$ cat src/rtl/ezpr_pkg.sv
// ---------------------------------------------------------------------------
// Euler ZYX point rotator package
// Types, constants and helper functions shared by the rotator modules.
// ---------------------------------------------------------------------------
`timescale 1ns / 1ps

package ezpr_pkg;

   localparam int CORDIC_STAGES = 16;
   localparam int TABLE_LEN     = 24;
   localparam int NUM_STAGES    = (CORDIC_STAGES < TABLE_LEN) ? CORDIC_STAGES : TABLE_LEN;
   localparam int STAGE_IDX_W   = 5;
   localparam int COORD_W       = 24;
   localparam int TRIG_W        = 32;
   localparam int PHASE_W       = 33;
   localparam int ENTRY_W       = 33;

   localparam logic signed [TRIG_W-1:0] GAIN_Q30 = 32'sd652032874;
   localparam logic signed [COORD_W-1:0] COORD_MAX = 24'sh7FFFFF;
   localparam logic signed [COORD_W-1:0] COORD_MIN = 24'sh800000;

   typedef struct packed {
      logic signed [TRIG_W-1:0]  x;
      logic signed [TRIG_W-1:0]  y;
      logic signed [PHASE_W-1:0] z;
   } cordic_lane_type;

   typedef struct packed {
      cordic_lane_type [2:0]     lane;
      logic [2:0]                flip;
      logic signed [COORD_W-1:0] px;
      logic signed [COORD_W-1:0] py;
      logic signed [COORD_W-1:0] pz;
   } cordic_item_type;

   typedef struct packed {
      logic signed [ENTRY_W-1:0] m00, m01, m02;
      logic signed [ENTRY_W-1:0] m10, m11, m12;
      logic signed [ENTRY_W-1:0] m20, m21, m22;
      logic signed [COORD_W-1:0] px;
      logic signed [COORD_W-1:0] py;
      logic signed [COORD_W-1:0] pz;
   } matrix_item_type;

   function automatic logic signed [PHASE_W-1:0] atan_turn(input logic [STAGE_IDX_W-1:0] i);
      logic signed [PHASE_W-1:0] a;
      case (i)
         5'd0:    a = 33'sh020000000;
         5'd1:    a = 33'sh012E4051E;
         5'd2:    a = 33'sh009FB385B;
         5'd3:    a = 33'sh0051111D4;
         5'd4:    a = 33'sh0028B0D43;
         5'd5:    a = 33'sh00145D7E1;
         5'd6:    a = 33'sh000A2F61E;
         5'd7:    a = 33'sh000517C55;
         5'd8:    a = 33'sh00028BE53;
         5'd9:    a = 33'sh000145F2F;
         5'd10:   a = 33'sh0000A2F98;
         5'd11:   a = 33'sh0000517CC;
         5'd12:   a = 33'sh000028BE6;
         5'd13:   a = 33'sh0000145F3;
         5'd14:   a = 33'sh00000A2FA;
         5'd15:   a = 33'sh00000517D;
         5'd16:   a = 33'sh0000028BE;
         5'd17:   a = 33'sh00000145F;
         5'd18:   a = 33'sh000000A30;
         5'd19:   a = 33'sh000000518;
         5'd20:   a = 33'sh00000028C;
         5'd21:   a = 33'sh000000146;
         5'd22:   a = 33'sh0000000A3;
         5'd23:   a = 33'sh000000051;
         default: a = '0;
      endcase
      return a;
   endfunction

   function automatic logic signed [ENTRY_W-1:0] round_q30(input logic signed [63:0] p);
      logic signed [63:0] t;
      t = p + 64'sd536870912;
      return t[62:30];
   endfunction

endpackage

$ cat src/rtl/ezpr_cordic_cell.sv
// ---------------------------------------------------------------------------
// CORDIC cell
// One rotation stage for the three angle lanes, with its own pipeline register.
// ---------------------------------------------------------------------------
`timescale 1ns / 1ps

module ezpr_cordic_cell import ezpr_pkg::*; (
   input  logic                   clock,
   input  logic                   reset,
   input  logic [STAGE_IDX_W-1:0] stage_idx,
   input  logic                   in_valid,
   input  cordic_item_type        in_item,
   output logic                   in_ready,
   output logic                   out_valid,
   output cordic_item_type        out_item,
   input  logic                   out_ready
);

   logic                      valid_ff;
   cordic_item_type           item_ff, item_in;
   logic signed [PHASE_W-1:0] atan_val;
   logic signed [TRIG_W-1:0]  dx [3];
   logic signed [TRIG_W-1:0]  dy [3];

   assign in_ready  = !valid_ff || out_ready;
   assign out_valid = valid_ff;
   assign out_item  = item_ff;
   assign atan_val  = atan_turn(stage_idx);

   always_comb begin
      item_in = in_item;
      for (int l = 0; l < 3; l++) begin
         dx[l] = in_item.lane[l].y >>> stage_idx;
         dy[l] = in_item.lane[l].x >>> stage_idx;
         if (!in_item.lane[l].z[PHASE_W-1]) begin
            item_in.lane[l].x = in_item.lane[l].x - dx[l];
            item_in.lane[l].y = in_item.lane[l].y + dy[l];
            item_in.lane[l].z = in_item.lane[l].z - atan_val;
         end else begin
            item_in.lane[l].x = in_item.lane[l].x + dx[l];
            item_in.lane[l].y = in_item.lane[l].y - dy[l];
            item_in.lane[l].z = in_item.lane[l].z + atan_val;
         end
      end
   end

   always_ff @(posedge clock) begin
      if (reset) begin
         valid_ff <= 1'b0;
      end else if (in_ready) begin
         valid_ff <= in_valid;
      end
      if (in_ready) begin
         item_ff <= item_in;
      end
   end

endmodule

$ cat config.mk
export PLATFORM = sky130hd
export DESIGN_NAME = ezpr_cordic_cell
export DESIGN_NICKNAME = d
export VERILOG_FILES = /design/src/rtl/ezpr_pkg.sv /design/src/rtl/ezpr_cordic_cell.sv
export SDC_FILE = /design/constraint.sdc
export NUM_CORES = 2
export LEC_CHECK = 0
export ABC_AREA = 1
export ABC_CLOCK_PERIOD_IN_PS = 17700
export BUFFER_PORTS_ARGS = -buffer_cell sky130_fd_sc_hd__clkbuf_2
export CORE_AREA = 2 2 287 289
export CTS_BUF_LIST = sky130_fd_sc_hd__clkbuf_2 sky130_fd_sc_hd__clkbuf_4 sky130_fd_sc_hd__clkbuf_8
export DETAILED_ROUTE_END_ITERATION = 16
export DIE_AREA = 0 0 289 291
export PLACE_DENSITY = 0.86
export SYNTH_ARGS = -nofsm -noshare
export SYNTH_HDL_FRONTEND = slang
export SYNTH_SLANG_ARGS = --single-unit
export TNS_END_PERCENT = 20
$ cat constraint.sdc
create_clock -name clock -period 17.7 [get_ports clock]
set_clock_uncertainty 0.05 [all_clocks]
set_input_delay 2.655 -clock clock [delete_from_list [all_inputs] [get_ports clock]]
set_output_delay 2.655 -clock clock [all_outputs]
set_load 0.03 [all_outputs]
==> impl_metrics.ini <==
[logic_synthesis]
synthesis.nets = 7467
synthMuxAreaShare_pct = 0
synth_top_family_by_area = simple AND/OR/NAND/NOR gates
synth_adder_area_share_pct = 8.970
ys_ff_latch = 367
synth_seq_area_share_pct = 25.43
yosysUniqueCellTypes = 52
synthSimpleGateAreaFrac_pct = 38.39
synth_area_sq_um = 43300
synth.area.top_cells = edfxtp_1 (25%), nand2_1 (20%), nand3_1 (11%)
syn_area_per_cell_sq_um = 6.380
ys_warn_count = 0
synth_xor_area_share_pct = 8.031
synth_top_area_share_pct = 25.38
synth_top_area_cell = edfxtp_1
synth_compound_area_share_pct = 11.60
synth_cells = 6787

[worst_setup_path]
crit_required_ns = 18.11
cp_num_buf_inv = 3
startpoint = stage_idx[0]
r2r_slack_ns = 14.04
path_cells = buf_6, inv_6, ha_1, nor2_1, nand2_1, nand2_1, nor2_1, a211oi_2, ha_1, nand2_1, nor2_1, xor2_1, o21ai_0, ha_1, nand2_1, inv_1, a21boi_0, o21ai_0, a21oi_1, o21ai_0, a21oi_1, xnor2_1
crit_top_cell = nand2_1
reg2reg_depth = 4
end_kind = flip-flop
crit_type = in -> reg
arrival_ns = 8.81
startpoint_type = input pin
r2r_start = out_valid
cpLargestDelayFamily = compound AO/OA/AOI/OAI gates
critPathMaxFanout = 118
cpPeakStageDelay_ns = 0.80
reg2reg_to = out_item[329]
slowest_stage = o21ai_0

[clock_network]
post_cts_buffers = 0
clock_latency_ns = 0.67
cts_hold_buf = 0
clk_pin_slew_worst_paths_ns = 0.06
cts_buffers = 68
cts_sinks = 367
clock_tree.buffer_depth = 3
cts.htree.levels = 3
post_cts_resize_count = 0
cts_tree = done
cts_root_buf = clkbuf_8

[sta]
setup_viol = 0
worstMarginPinSlew_ns = 1.266
holdWs_ns = 0.7810
rsz0062_at_grt = no
setup_tns_ns = 0
maxSlewViolCount = 0
clock.fmax_mhz = 119.1
fin_crit_ns = 8.394
maxSlewHeadroom_pct = 14.74
finalHoldViolCount = 0
post-route-period-util_pct = 47.42

[layout]
area.growth.synth_to_final_pct = 13.11
final_cell_mix = nand2_1 (2340), nand3_1 (985), clkbuf_2 (738), inv_1 (512), nor2_1 (488)
drive_gt1_share_pct = 13.04
final_common_cell = nand2_1
fin_nets = 8057

[routing]
vias = 50313
drt_iter0_markers = 5946
wire_per_inst_um = 21.20
wl_mm = 180.5
via_per_inst = 5.908
antenna_left = 0
drc_errors = 0
dr.pass1.iters = 9

[placed_design]
hpwl_mm = 145.1
port_buffers = 742
globalplace.congestion = 1.051

[floorplan]
rows = 105
fp.dieW_um = 289
initial_core_util_pct = 53.33
dieArea_sq_um = 84100
die_y_um = 291
core_area_sq_um = 81190
io_pins = 743

[hold_path]
hp-class = reg -> reg
min_path_cells = 2
hold_end = out_valid
hp-start = out_valid

[global_route]
grt_pass1_vias = 45481
antenna_found_initial = 23
grt_max_degree = 142
grt-ovfl-total = 0
grt_pass1_wl_mm = 265.1
grtUsageTotal_pct = 40.99

[power]
vdd_drop_max_uv = 116.6
power_density_nw_per_um2 = 103.8
swShare_pct = 48.60
pwr-share-comb_pct = 53.3
pwr-share-seq_pct = 28.5
switching_power_uw = 2471
clock_power_share_pct = 18.2
p_leak_uw = 0.02519
p_int_uw = 2613

[flow_run]
drv_cap = 0

[status]
outcome = finished, final reports clean
[synth_stat cells, drive strengths merged]
cell and n:
nand2 2348, nand3 986, inv 560, nor2 508, edfxtp 366, a21oi 363, o21ai 360, ha 296
xor2 272, buf 165, xnor2 125, clkbuf 80, nor3 68, o21a 34, nand4 29, a31oi 27
nor4 27, o211ai 26, a21boi 24, a21o 19, a211oi 16, nand3b 13, clkinv 11, o21bai 11
fa 9, or2 9, o221ai 7, a221oi 6, o22ai 5, o31ai 5, nor3b 3, o2111ai 3
a22oi 2, and3 2, a31o 1, dfxtp 1
[cells by family after synthesis]
logic type / count (synthesis)
simple gates: 3993
flops: 367
buf+inv: 816
compound gates: 909
fa+ha+maj: 305
xor+xnor: 397
[worst max-delay path by stage]
stage,end,cells after the start
after floorplan,in_ready,2
after global placement,out_item[190],23
after detailed placement,out_item[333],28
after CTS,out_item[191],22
after global routing,out_item[169],26
final,out_item[286],22
[worst min-delay path, delay by kind of cell (launching register included)]
family / cells / cell delay [ns]
compound gates: 1 / 0.11
flops: 1 / 0.33
simple gates: 1 / 0.34
[registers in the layout, indices dropped and copies added, names as in the netlist]
signal,flops
out_valid,1
out_item,366
[per-layer routing]
| metal | vias to the layer above | track usage [%] | routed length, um |
|---|---|---|---|
| met3 | 579 | 8.158 | 18970 |
| met1 | 22863 | 51.39 | 69100 |
| met4 | 8 | 28.21 | 13850 |
| met2 | 2981 | 63.23 | 78550 |
| li1 | 23882 | - | - |
| met5 | - | 0 | 58 |
[layout make-up]
class,count,area (sq um)
Timing Repair Buffer,765,3920
Clock buffer,92,1122
Fill cell,8036,32220
Sequential cell,367,11010
Clock inverter,27,335.3
Tap cell,1070,1339
Antenna cell,20,50.05
Multi-Input combinational cell,5604,29030
Inverter,571,2162
[power by group through the flow]
stage	registers, uW	logic [uW]	clock network (uW)
3_5_place_dp	1460	2640	0
2_1_floorplan	2000	1290	0
5_1_grt	1470	2910	967
3_3_place_gp	1460	2640	0
6_report	1450	2710	924
4_1_cts	1450	2660	935
[metrics by stage]
step                area (sq um)  std cells  setup WS (ns)  total power [uW]  utilization [%]
floorplan                  43300       6787          4.419              3286                -
global placement           47460       8377          8.892              4094            58.46
detailed placement         47460       8377          8.966              4105            58.46
CTS                        48920       8496          9.689              5044            60.26
global route               48960       8512          8.906              5344            60.31
finish                     48970       8516          9.306              5084            60.32
(Power assumes the default switching activity.)
